File: src/hdl/ofs_pkg.sv
// ----------------------------------------------------------------------------
// ofs_pkg
// Shared constants, codes and controller/datapath interface types of the
// octree distance field sampler.
// ----------------------------------------------------------------------------
package ofs_pkg;

    // default sizes
    localparam int DEF_NODE_COUNT  = 4096;
    localparam int DEF_DEPTH_LIMIT = 10;

    // field widths
    localparam int VAL_W   = 16;
    localparam int OFF_W   = 12;
    localparam int POS_W   = 16;
    localparam int ENTRY_W = VAL_W + OFF_W;
    localparam int CFG_IW  = 1;
    localparam int CFG_DW  = 4;

    // configuration register indexes
    localparam logic [CFG_IW-1:0] CFG_LEVEL_LIMIT = 1'b0;
    localparam logic [CFG_IW-1:0] CFG_FILL_MODE   = 1'b1;

    // configuration reset values
    localparam logic [3:0] LEVEL_LIMIT_RST = 4'd10;
    localparam logic [1:0] FILL_MODE_RST   = 2'd0;

    // fill modes
    localparam logic [1:0] MODE_COPY   = 2'd0;
    localparam logic [1:0] MODE_INTERP = 2'd1;
    localparam logic [1:0] MODE_LEAF   = 2'd2;

    // table read address sources
    localparam logic [1:0] SRC_ROOT = 2'd0;
    localparam logic [1:0] SRC_KID  = 2'd1;
    localparam logic [1:0] SRC_DESC = 2'd2;
    localparam logic [1:0] SRC_LEAF = 2'd3;

    // blend weight vector and corner value vector
    typedef logic [2:0][15:0] t_w3;
    typedef logic [7:0][15:0] t_v8;

    // commands from controller to datapath
    typedef struct packed {
        logic       wr;
        logic       load_in;
        logic       rd;
        logic [1:0] rd_src;
        logic       cap_base;
        logic       cap_kid;
        logic       gap;
        logic       copy;
        logic       bl_fill;
        logic       bl_fin;
        logic       bl_store;
        logic       lvl_begin;
        logic       lvl_end;
        logic       cnt_clr;
        logic       cnt_inc;
        logic       step_inc;
        logic       res_leaf;
        logic       res_bl;
        logic       out_load;
    } t_cmd;

    // status from datapath to controller
    typedef struct packed {
        logic leaf_mode;
        logic interp;
        logic i_last;
        logic desc_real;
        logic more_lvl;
        logic q_descend;
        logic bl_busy;
        logic bl_done;
        logic out_free;
    } t_stat;

endpackage

File: src/hdl/ofs_ctrl.sv
// ----------------------------------------------------------------------------
// ofs_ctrl
// Controller: sequences table reads, level descent, gap fills, blends and
// the output handoff.
// ----------------------------------------------------------------------------
module ofs_ctrl (
    input  logic           i_clk,
    input  logic           i_rst_n,
    input  logic           i_in_valid,
    input  logic           i_operation,
    output logic           o_in_ready,
    input  ofs_pkg::t_stat i_stat,
    output ofs_pkg::t_cmd  o_cmd
);

    localparam logic [3:0] S_IDLE  = 4'd0;
    localparam logic [3:0] S_START = 4'd1;
    localparam logic [3:0] S_L_WT  = 4'd2;
    localparam logic [3:0] S_R_WT  = 4'd3;
    localparam logic [3:0] S_K_RD  = 4'd4;
    localparam logic [3:0] S_K_WT  = 4'd5;
    localparam logic [3:0] S_LVL   = 4'd6;
    localparam logic [3:0] S_CRN   = 4'd7;
    localparam logic [3:0] S_D_WT  = 4'd8;
    localparam logic [3:0] S_F_WT  = 4'd9;
    localparam logic [3:0] S_B_WT  = 4'd10;
    localparam logic [3:0] S_DONE  = 4'd11;

    logic [3:0] r_state, n_state;

    always_ff @(posedge i_clk) begin
        if (!i_rst_n) begin
            r_state <= S_IDLE;
        end else begin
            r_state <= n_state;
        end
    end

    always_comb begin
        n_state    = r_state;
        o_cmd      = '0;
        o_in_ready = 1'b0;
        unique case (r_state)
            S_IDLE: begin
                o_in_ready = 1'b1;
                if (i_in_valid) begin
                    if (!i_operation) begin
                        o_cmd.wr = 1'b1;
                    end else begin
                        o_cmd.load_in = 1'b1;
                        n_state = S_START;
                    end
                end
            end
            S_START: begin
                o_cmd.rd     = 1'b1;
                o_cmd.rd_src = ofs_pkg::SRC_ROOT;
                n_state = i_stat.leaf_mode ? S_L_WT : S_R_WT;
            end
            // nearest leaf walk: descend while the reached node has children, up to DEPTH_LIMIT steps
            S_L_WT: begin
                if (i_stat.q_descend) begin
                    o_cmd.rd       = 1'b1;
                    o_cmd.rd_src   = ofs_pkg::SRC_LEAF;
                    o_cmd.step_inc = 1'b1;
                end else begin
                    o_cmd.res_leaf = 1'b1;
                    n_state = S_DONE;
                end
            end
            S_R_WT: begin
                o_cmd.cap_base = 1'b1;
                o_cmd.cnt_clr  = 1'b1;
                n_state = S_K_RD;
            end
            // load the root's eight children
            S_K_RD: begin
                o_cmd.rd     = 1'b1;
                o_cmd.rd_src = ofs_pkg::SRC_KID;
                n_state = S_K_WT;
            end
            S_K_WT: begin
                o_cmd.cap_kid = 1'b1;
                if (i_stat.i_last) begin
                    o_cmd.cnt_clr = 1'b1;
                    n_state = S_LVL;
                end else begin
                    o_cmd.cnt_inc = 1'b1;
                    n_state = S_K_RD;
                end
            end
            S_LVL: begin
                if (i_stat.more_lvl) begin
                    o_cmd.lvl_begin = 1'b1;
                    o_cmd.cnt_clr   = 1'b1;
                    n_state = S_CRN;
                end else if (!i_stat.bl_busy) begin
                    o_cmd.bl_fin = 1'b1;
                    n_state = S_B_WT;
                end
            end
            // one neighborhood slot: real child read or gap fill
            S_CRN: begin
                if (i_stat.desc_real) begin
                    o_cmd.rd     = 1'b1;
                    o_cmd.rd_src = ofs_pkg::SRC_DESC;
                    n_state = S_D_WT;
                end else if (i_stat.interp) begin
                    if (!i_stat.bl_busy) begin
                        o_cmd.gap     = 1'b1;
                        o_cmd.bl_fill = 1'b1;
                        n_state = S_F_WT;
                    end
                end else begin
                    o_cmd.gap  = 1'b1;
                    o_cmd.copy = 1'b1;
                    if (i_stat.i_last) begin
                        o_cmd.lvl_end = 1'b1;
                        n_state = S_LVL;
                    end else begin
                        o_cmd.cnt_inc = 1'b1;
                    end
                end
            end
            S_D_WT: begin
                o_cmd.cap_kid = 1'b1;
                if (i_stat.i_last) begin
                    o_cmd.lvl_end = 1'b1;
                    n_state = S_LVL;
                end else begin
                    o_cmd.cnt_inc = 1'b1;
                    n_state = S_CRN;
                end
            end
            S_F_WT: begin
                if (i_stat.bl_done) begin
                    o_cmd.bl_store = 1'b1;
                    if (i_stat.i_last) begin
                        o_cmd.lvl_end = 1'b1;
                        n_state = S_LVL;
                    end else begin
                        o_cmd.cnt_inc = 1'b1;
                        n_state = S_CRN;
                    end
                end
            end
            S_B_WT: begin
                if (i_stat.bl_done) begin
                    o_cmd.res_bl = 1'b1;
                    n_state = S_DONE;
                end
            end
            S_DONE: begin
                if (i_stat.out_free) begin
                    o_cmd.out_load = 1'b1;
                    n_state = S_IDLE;
                end
            end
            default: begin
                n_state = S_IDLE;
            end
        endcase
    end

endmodule

File: config.mk
export PLATFORM = sky130hd
export DESIGN_NAME = ofs_ctrl
export DESIGN_NICKNAME = d
export VERILOG_FILES = /design/src/hdl/ofs_pkg.sv /design/src/hdl/ofs_ctrl.sv
export SDC_FILE = /design/constraint.sdc
export NUM_CORES = 1
export LEC_CHECK = 0
export BUFFER_PORTS_ARGS = -buffer_cell sky130_fd_sc_hd__buf_4
export CAP_MARGIN = 20
export CORE_MARGIN = 5
export CORE_UTILIZATION = 30
export CTS_BUF_LIST = sky130_fd_sc_hd__clkbuf_4 sky130_fd_sc_hd__clkbuf_8
export CTS_CLUSTER_DIAMETER = 60
export DETAILED_ROUTE_END_ITERATION = 8
export PLACE_DENSITY_LB_ADDON = 0.05
export SYNTH_ARGS = -nofsm -noshare
export SYNTH_HDL_FRONTEND = slang
export SYNTH_SLANG_ARGS = --single-unit
File: constraint.sdc
create_clock -name i_clk -period 4.7 [get_ports i_clk]
set_input_delay 1.175 -clock i_clk [delete_from_list [all_inputs] [get_ports i_clk]]
set_output_delay 1.175 -clock i_clk [all_outputs]
set_load 0.03 [all_outputs]
==> results of run 1 <==
-- layer usage --
| metal | GRT usage (%) | share of wire [%] | vias to the layer above |
|---|---|---|---|
| li1 | - | - | 433 |
| met1 | 18.0 | 49 | 377 |
| met2 | 21.0 | 47 | 16 |
| met3 | 1.34 | 3.7 | 0 |
| met4 | 3.97 | 0 | 0 |
| met5 | 0 | 0 | - |
-- cells by family after synthesis --
group | synth area share, %
AND/OR/NAND/NOR | 47.8
AO/OA/AOI/OAI | 28.1
buffers and inverters | 8.39
flip-flops | 11.7
XOR/XNOR | 2.56
multiplexers | 1.46
-- cells in the mapped netlist, types with 2 or more instances --
| master | number | area share [%] |
|---|---|---|
| nor3_1 | 3 | 2.2 |
| o22ai_1 | 2 | 1.8 |
| nor2b_1 | 5 | 4.6 |
| clkbuf_1 | 5 | 2.7 |
| o21a_1 | 2 | 2.2 |
| nand2_1 | 9 | 4.9 |
| nor3b_1 | 3 | 3.3 |
| nor2_1 | 14 | 7.7 |
| a211oi_1 | 3 | 3.3 |
| nor4_1 | 4 | 3.6 |
| nand3_1 | 3 | 2.2 |
| nand3b_1 | 2 | 2.2 |
| nor4b_1 | 2 | 2.6 |
| and2_1 | 2 | 1.8 |
| dfxtp_1 | 4 | 12 |
| inv_1 | 2 | 1.1 |
| a21oi_1 | 10 | 7.3 |
-- through the flow --
step	cells	area, sq um	power [uW]	hold WS, ps	utilization [%]
2_1_floorplan	103	686	375	813	-
3_3_place_gp	155	922	466	778	42.1
3_5_place_dp	155	922	466	782	42.1
4_1_cts	158	945	511	785	43.1
5_1_grt	158	945	553	834	43.1
6_report	158	945	508	784	43.1
-- tightest hold or removal path, stage by stage (launching register included) --
cell and delay [ps]:
dfxtp_1 500, nor2_1 180, a211oi_1 50
-- final timing paths --
check                               start                       to  depth (start not counted)
hold reg to reg   r_state[2]$_SDFFE_PN0P_  r_state[2]$_SDFFE_PN0P_                          2
setup reg to reg  r_state[0]$_SDFFE_PN0P_  r_state[3]$_SDFFE_PN0P_                          5
hold / removal    r_state[2]$_SDFFE_PN0P_  r_state[2]$_SDFFE_PN0P_                          2
setup / recovery  r_state[0]$_SDFFE_PN0P_                 o_cmd[4]                          5
-- power by group through the flow --
stage | sequential [uW] | combinational, uW | clock, uW
6_report | 120 | 346 | 41.9
5_1_grt | 128 | 377 | 47.4
4_1_cts | 118 | 349 | 44.1
3_5_place_dp | 118 | 348 | 0
3_3_place_gp | 120 | 346 | 0
2_1_floorplan | 54.3 | 321 | 0
-- layout make-up --
cell class / count / area (sq um)
Inverter: 3 / 11.3
Tap cell: 28 / 35.0
Sequential cell: 4 / 80.1
Multi-Input combinational cell: 87 / 548
Fill cell: 230 / 1250
Timing Repair Buffer: 33 / 248
Clock buffer: 3 / 22.5
==> results.toml, run 1 <==
[setup_path]
max_stage_delay_ps = 910
worstSetupPathType = "flip-flop to primary output"
worstPathRequired_ps = 3520
rrSetupSlack_ps = 2300
cp_slowest_cell = "dfxtp_1"
cpLargestDelayFamily = "simple AND/OR/NAND/NOR gates"
crit_top_cell = "nor2_1"
cp_data_arrival_time_ps = 2330
crit_fanout = 30
cp_num_buf_inv = 1
crit_path_start_kind = "flip-flop"
path_cells = "or2b_1 > nor4_2 > nor2_1 > nor2_1 > buf_4"
cp-end-kind = "primary output"

[synthesis]
synth_cell_types = 45
async_flop_share_pct = 0
syn_area_sq_um = 686
yosys_warnings = 0
synth_edf_count = 0
synth-main-ff-cell = "dfxtp_1"
syn-num-nets = 116
synthCells = 103
syn_avg_cell_area_sq_um = 6.66
ys_seq_area_share_pct = 11.7
ys_ff_latch = 4

[cells_and_area]
nNetsFinal = 145
top_regs = "r_state: 4 flops"
regMostFlops = "r_state"
area_delta_synth_final_pct = 37.8
largest_reg_flops = 4
final_cell_mix = "33 x buf_4, 14 x nor2_1, 10 x a21oi_1"
n_antenna_cell = 0
layout.cells.most_common = "buf_4"
layout-drive-gt1-share_pct = 31.5

[place]
pre_cts_ws_ps = 1360
place.gp.congestion = 0.710
hpwlAfterDp_microns = 1520
io_buffers = 33

[timing]
layout_setup_ws_ps = 1200
final.min_clock_period_ps = 3500
clock.fmax_mhz = 286
tightest_slew_ps = 924
fin_setup_tns_ps = 0
relSlewSlack_pct = 38.3
fin_skew_ps = 2.14
final-max-slew-violation-count = 0
fin_crit_sh_pct = 74.5
setup_viol = 0
hold_viol = 0
rsz0062_at_grt = "no"

[grt]
grt_pass1_vias = 799
grt_antenna_before_repair = 0
grt_pass1_wl_microns = 3610
overflow = 0
grt_usage_pct = 13.0
grt_max_degree = 31

[pwr]
p_leak_uw = 0.000400
share_comb_of_total_power_pct = 68.2
irDropWorstVdd_v = 0.000227
share_seq_of_total_power_pct = 23.6
power_frac_clock_pct = 8.2
internal_power_uw = 230
power_density_mw_per_mm2 = 538
switching_share_pct = 54.7
p_sw_uw = 278

[floorplanning]
die_width_microns = 57.8
io_pins = 34
core_area_sq_mm = 0.00219
dieHeight_microns = 57.8
row_count = 17
die_area_sq_mm = 0.00334
start_util_pct = 31.3

[worst_hold_path]
hold_class = "flip-flop to flip-flop"

[clock_network]
clkTransAtPathRegs_ps = 40
insertion_delay_ps = 230
post_cts_buffers = 0
numCtsBuffers = 3
clockBufferDepth = 2
clock-sinks = 4
cts-resized-gates = 0
cts_tree = "done"
h-tree-depth = 1
cts_root_buffer = "clkbuf_4"
cts.hold.buffers_added = 0

[routing]
finalWirelength_microns = 2140
num_vias = 826
wl_per_cell_microns = 13.5
via_per_inst = 5.23
firstDrtPassIters = 3
drt_iter0_markers = 12
route.detailed.drc = 0
ant_nets = 0

[run_status]
status = "completed"

[job]
drv_cap = 0
No activity file was read; power rests on OpenSTA's default activity.
==> run 2, diff against run 1 <==
Clock period 4.7 ns to 3.3 ns, I/O delays scaled along.
==> run 2 against run 1 <==
Flip-flop and latch count unchanged; non-clock buffer count up 3; routed wire length fell by 4.0%; global-route usage shrank 1.1 points; hold slack got worse by 51 ps; final cell count grew 1.9%; total power is 45% higher; die area did not move; clock power is 42% higher; count of clock-buffer cells in the layout is the same; critical endpoint is now o_cmd[9]; largest power group unchanged; highest routed layer is now met4.
==> results.toml, run 2 (synthesis results as in run 1) <==
[pwr]
p_leak_uw = 0.000416
internal_power_uw = 342
share_comb_of_total_power_pct = 76.7
share_seq_of_total_power_pct = 15.2
power_frac_clock_pct = 8.1
p_sw_uw = 392
switching_share_pct = 53.4
irDropWorstVdd_v = 0.000454
power_density_mw_per_mm2 = 759

[routing]
route.detailed.drc = 0
finalWirelength_microns = 2050
wl_per_cell_microns = 12.7
num_vias = 844
firstDrtPassIters = 4
via_per_inst = 5.24
ant_nets = 0
drt_iter0_markers = 11

[place]
hpwlAfterDp_microns = 1570
io_buffers = 33
dpl_cell_area_sq_um = 945
place.gp.congestion = 0.737
placed_cells = 158

[clock_network]
cts_root_buffer = "clkbuf_4"
h-tree-depth = 1
clock-sinks = 4
numCtsBuffers = 3
cts-resized-gates = 0
clockBufferDepth = 2
clkTransAtPathRegs_ps = 40
cts.hold.buffers_added = 0
cts_tree = "done"
insertion_delay_ps = 230
post_cts_buffers = 0

[cells_and_area]
area_delta_synth_final_pct = 41.1
final_cell_mix = "36 x buf_4, 14 x nor2_1, 10 x a21oi_1"
n_antenna_cell = 0
fin_cells = 161
layout.cells.most_common = "buf_4"
layout-drive-gt1-share_pct = 33.1
regMostFlops = "r_state"
largest_reg_flops = 4
fillers = 230
top_regs = "r_state: 4 flops"
final_area_sq_um = 967
nNetsFinal = 148

[grt]
grt_usage_pct = 11.9
grt_pass1_wl_microns = 3230
grt_max_degree = 30
grt_pass1_vias = 722
grt_antenna_before_repair = 0
overflow = 0

[worst_hold_path]
min_delay_path_depth = 3
hold_class = "flip-flop to flip-flop"
hold_end = "r_state[0]$_SDFFE_PN0P_"
hold_start = "r_state[0]$_SDFFE_PN0P_"

[floorplanning]
die_width_microns = 57.8
dieHeight_microns = 57.8
row_count = 17
die_area_sq_mm = 0.00334
start_util_pct = 31.3
io_pins = 34
core_area_sq_mm = 0.00219

[timing]
fin_hold_ws_ps = 733
fin_crit_sh_pct = 86.7
tightest_slew_ps = 608
setup_viol = 0
relSlewSlack_pct = 59.4
fin_setup_tns_ps = 0
clock.fmax_mhz = 349
hold_viol = 0
rsz0062_at_grt = "no"
final.min_clock_period_ps = 2860
fin_skew_ps = 1.20
final-max-slew-violation-count = 0

[job]
drv_cap = 0

[setup_path]
cp-end-kind = "primary output"
worstPathRequired_ps = 2470
timing.rr.start = "r_state[1]$_SDFFE_PN0P_"
cp_slowest_cell = "dfxtp_1"
max_stage_delay_ps = 700
crit_path_start_kind = "flip-flop"
r2r_end = "r_state[3]$_SDFFE_PN0P_"
rrSetupSlack_ps = 1210
crit_fanout = 20
worstSetupPathType = "flip-flop to primary output"
path_cells = "nand2_1 > nor4_1 > nor2b_1 > buf_4"
rr_worst_depth = 5
cp_data_arrival_time_ps = 2040

[run_status]
status = "completed"
## run 2: power groups by stage
stage          Combinational, uW  Clock (uW)  Sequential, uW
2_1_floorplan                457           0            77.3
3_3_place_gp                 566           0             113
3_5_place_dp                 567           0             112
4_1_cts                      568        63.7             111
5_1_grt                      611        70.3             119
6_report                     563        59.7             111
## run 2: through the flow
| stage | setup slack, ps | util, % | total power (uW) |
|---|---|---|---|
| 4_1_cts | 423 | 44.1 | 743 |
| 2_1_floorplan | 289 | - | 535 |
| 3_5_place_dp | 652 | 43.1 | 678 |
| 6_report | 438 | 44.1 | 734 |
| 5_1_grt | 232 | 44.1 | 801 |
| 3_3_place_gp | 665 | 43.1 | 679 |
## run 2: worst max-delay path by stage
stage,from,endpoint,slack (ps),cells after the start
finish,r_state[1]$_SDFFE_PN0P_,o_cmd[9],440,4
floorplan,i_stat[7],o_cmd[4],290,3
global placement,i_stat[7],o_cmd[4],660,5
CTS,r_state[1]$_SDFFE_PN0P_,o_cmd[9],420,4
global route,r_state[1]$_SDFFE_PN0P_,o_cmd[9],230,4
detailed placement,i_stat[4],o_cmd[9],650,4
## run 2: area by class of cell
class | instances | area, sq um | share of cell area (%)
sequential | 4 | 80.1 | 8.28
timing repair buffer | 36 | 270 | 27.9
clock buffer | 3 | 22.5 | 2.33
multi-input combinational | 87 | 548 | 56.7
tap | 28 | 35.0 | 3.62
inverter | 3 | 11.3 | 1.16
## run 2: routing by layer
metal / GRT usage [%] / wire length [microns] / vias to the layer above
li1: - / - / 439
met1: 15.6 / 906 / 378
met2: 18.5 / 1010 / 24
met3: 4.01 / 127 / 3
met4: 3.31 / 9 / 0
met5: 0 / 0 / -
## run 2: worst max-delay path: cells and delay by family, from the launching register on
family | cells | cell delay, ps
buffers and inverters | 1 | 160
and+or+nand+nor | 3 | 950
DFF | 1 | 700
==> run 3, diff against run 2 <==
Settings changed: GPL_TIMING_DRIVEN set to 0.
==> run 3 against run 2 <==
Via count up 3.6%; critical path depth up 3; hold slack better by 67 ps; combinational power up 9.6%; sequential power down 26%; first-iteration DRC count up 120%; critical path type unchanged.
==> results.toml, run 3 (synthesis results as in run 1) <==
[cells_and_area]
seqCellArea_sq_um = 80.1
fillers = 222
top_regs = "r_state: 4 flops"
largest_reg_flops = 4
layout-drive-gt1-share_pct = 31.7
layout.cells.most_common = "buf_4"
fin_cells = 167
nNetsFinal = 154
regMostFlops = "r_state"
multi_input_area_sq_um = 548
area_delta_synth_final_pct = 44.5
final_cell_mix = "34 x buf_4, 14 x nor2_1, 10 x a21oi_1"
n_antenna_cell = 0

[grt]
grt_antenna_before_repair = 0
overflow = 0
grt_pass1_vias = 824
grt_max_degree = 11
grt_usage_pct = 13.5
grt_pass1_wl_microns = 3660

[routing]
via_per_inst = 5.23
num_vias = 874
finalWirelength_microns = 2200
ant_nets = 0
route.detailed.drc = 0
drt_iter0_markers = 24
wl_per_cell_microns = 13.2
firstDrtPassIters = 4

[place]
place.gp.congestion = 0.807
pre_cts_ws_ps = 633
hpwlAfterDp_microns = 1740
io_buffers = 33
placed_cells = 164

[timing]
rsz0062_at_grt = "no"
clock.fmax_mhz = 368
final.min_clock_period_ps = 2720
relSlewSlack_pct = 59.7
fin_setup_tns_ps = 0
hold_viol = 0
setup_viol = 0
final-max-slew-violation-count = 0
layout_setup_ws_ps = 583
fin_crit_sh_pct = 82.3
fin_skew_ps = 0.0945
tightest_slew_ps = 603

[clock_network]
cts_root_buffer = "clkbuf_4"
cts.hold.buffers_added = 0
h-tree-depth = 1
clock-sinks = 4
post_cts_buffers = 0
insertion_delay_ps = 230
clkTransAtPathRegs_ps = 40
cts-resized-gates = 0
clockBufferDepth = 2
cts_tree = "done"
numCtsBuffers = 3

[floorplanning]
io_pins = 34
dieHeight_microns = 57.8
start_util_pct = 31.3
core_area_sq_mm = 0.00219
row_count = 17
die_width_microns = 57.8
die_area_sq_mm = 0.00334

[worst_hold_path]
min_delay_path_depth = 2
hold_end = "r_state[3]$_SDFFE_PN0P_"
hold_class = "input pin to flip-flop"
hold_start = "i_rst_n"

[setup_path]
crit_fanout = 10
cp_slowest_cell = "dfxtp_1"
rr_worst_depth = 6
worstSetupPathType = "flip-flop to primary output"
path_cells = "buf_1 > inv_2 > a211o_1 > a21oi_1 > nor2_1 > nor2_1 > buf_4"
crit_top_cell = "nor2_1"
worstPathRequired_ps = 2470
crit_path_start_kind = "flip-flop"
cp_data_arrival_time_ps = 1890
r2r_end = "r_state[3]$_SDFFE_PN0P_"
timing.rr.start = "r_state[2]$_SDFFE_PN0P_"
rrSetupSlack_ps = 1500
max_stage_delay_ps = 400
cp-end-kind = "primary output"

[pwr]
power_frac_clock_pct = 7.9
share_seq_of_total_power_pct = 10.7
power_density_mw_per_mm2 = 766
share_comb_of_total_power_pct = 81.3
irDropWorstVdd_v = 0.000395
internal_power_uw = 354
p_sw_uw = 405
p_leak_uw = 0.000423
switching_share_pct = 53.3

[run_status]
status = "completed"

[job]
drv_cap = 0
[run 3: cell count changes in the layout (fill, tap and decap cells not counted)]
| cell | delta |
|---|---|
| buf_6 | +1 |
| buf_1 | +1 |
| buf_2 | +1 |
| buf_4 | -2 |
| clkbuf_1 | +5 |
[run 3: worst max-delay path by stage]
stage | from | to | cells past startpoint
final | r_state[3]$_SDFFE_PN0P_ | o_cmd[4] | 7
after global routing | r_state[0]$_SDFFE_PN0P_ | o_cmd[5] | 6
after CTS | r_state[0]$_SDFFE_PN0P_ | o_cmd[5] | 6
after detailed placement | i_stat[7] | o_cmd[4] | 5
after global placement | i_stat[7] | o_cmd[4] | 5
after floorplan | i_stat[7] | o_cmd[4] | 3
[run 3: layout make-up]
class	count	area share, %
Multi-Input combinational cell	87	55.3
Timing Repair Buffer	33	25.0
Inverter	3	1.14
Clock buffer	3	2.27
Tap cell	28	3.54
Sequential cell	4	8.08
Buffer	9	4.67
[run 3: through the flow]
stage          total power, uW  util, %  hold slack [ps]  instance area [sq um]
4_1_cts                    765     45.2              793                    991
6_report                   759     45.2              800                    991
5_1_grt                    834     45.2              794                    991
3_5_place_dp               701     44.2              899                    968
2_1_floorplan              535        -              813                    686
3_3_place_gp               702     44.2              897                    968
[run 3: critical path, delay by kind of cell (launching register included)]
kind | cells | cell delay (ps)
AO/OA/AOI/OAI | 2 | 400
buffers and inverters | 3 | 690
flip-flops | 1 | 400
AND/OR/NAND/NOR | 2 | 150
[run 3: power by group through the flow]
| stage | combinational (uW) | sequential (uW) | clock, uW |
|---|---|---|---|
| after floorplan | 457 | 77.3 | 0 |
| after global placement | 621 | 81.0 | 0 |
| after detailed placement | 619 | 82.4 | 0 |
| after CTS | 621 | 81.6 | 62.7 |
| after global routing | 682 | 84.1 | 67.6 |
| final | 617 | 81.6 | 60.1 |
[run 3: per-layer routing]
layer | wire length (microns) | track usage [%] | vias to the layer above
li1 | - | - | 452
met2 | 1080 | 21.8 | 24
met5 | 0 | 0 | -
met3 | 139 | 3.56 | 3
met1 | 980 | 18.1 | 395
met4 | 9 | 2.32 | 0
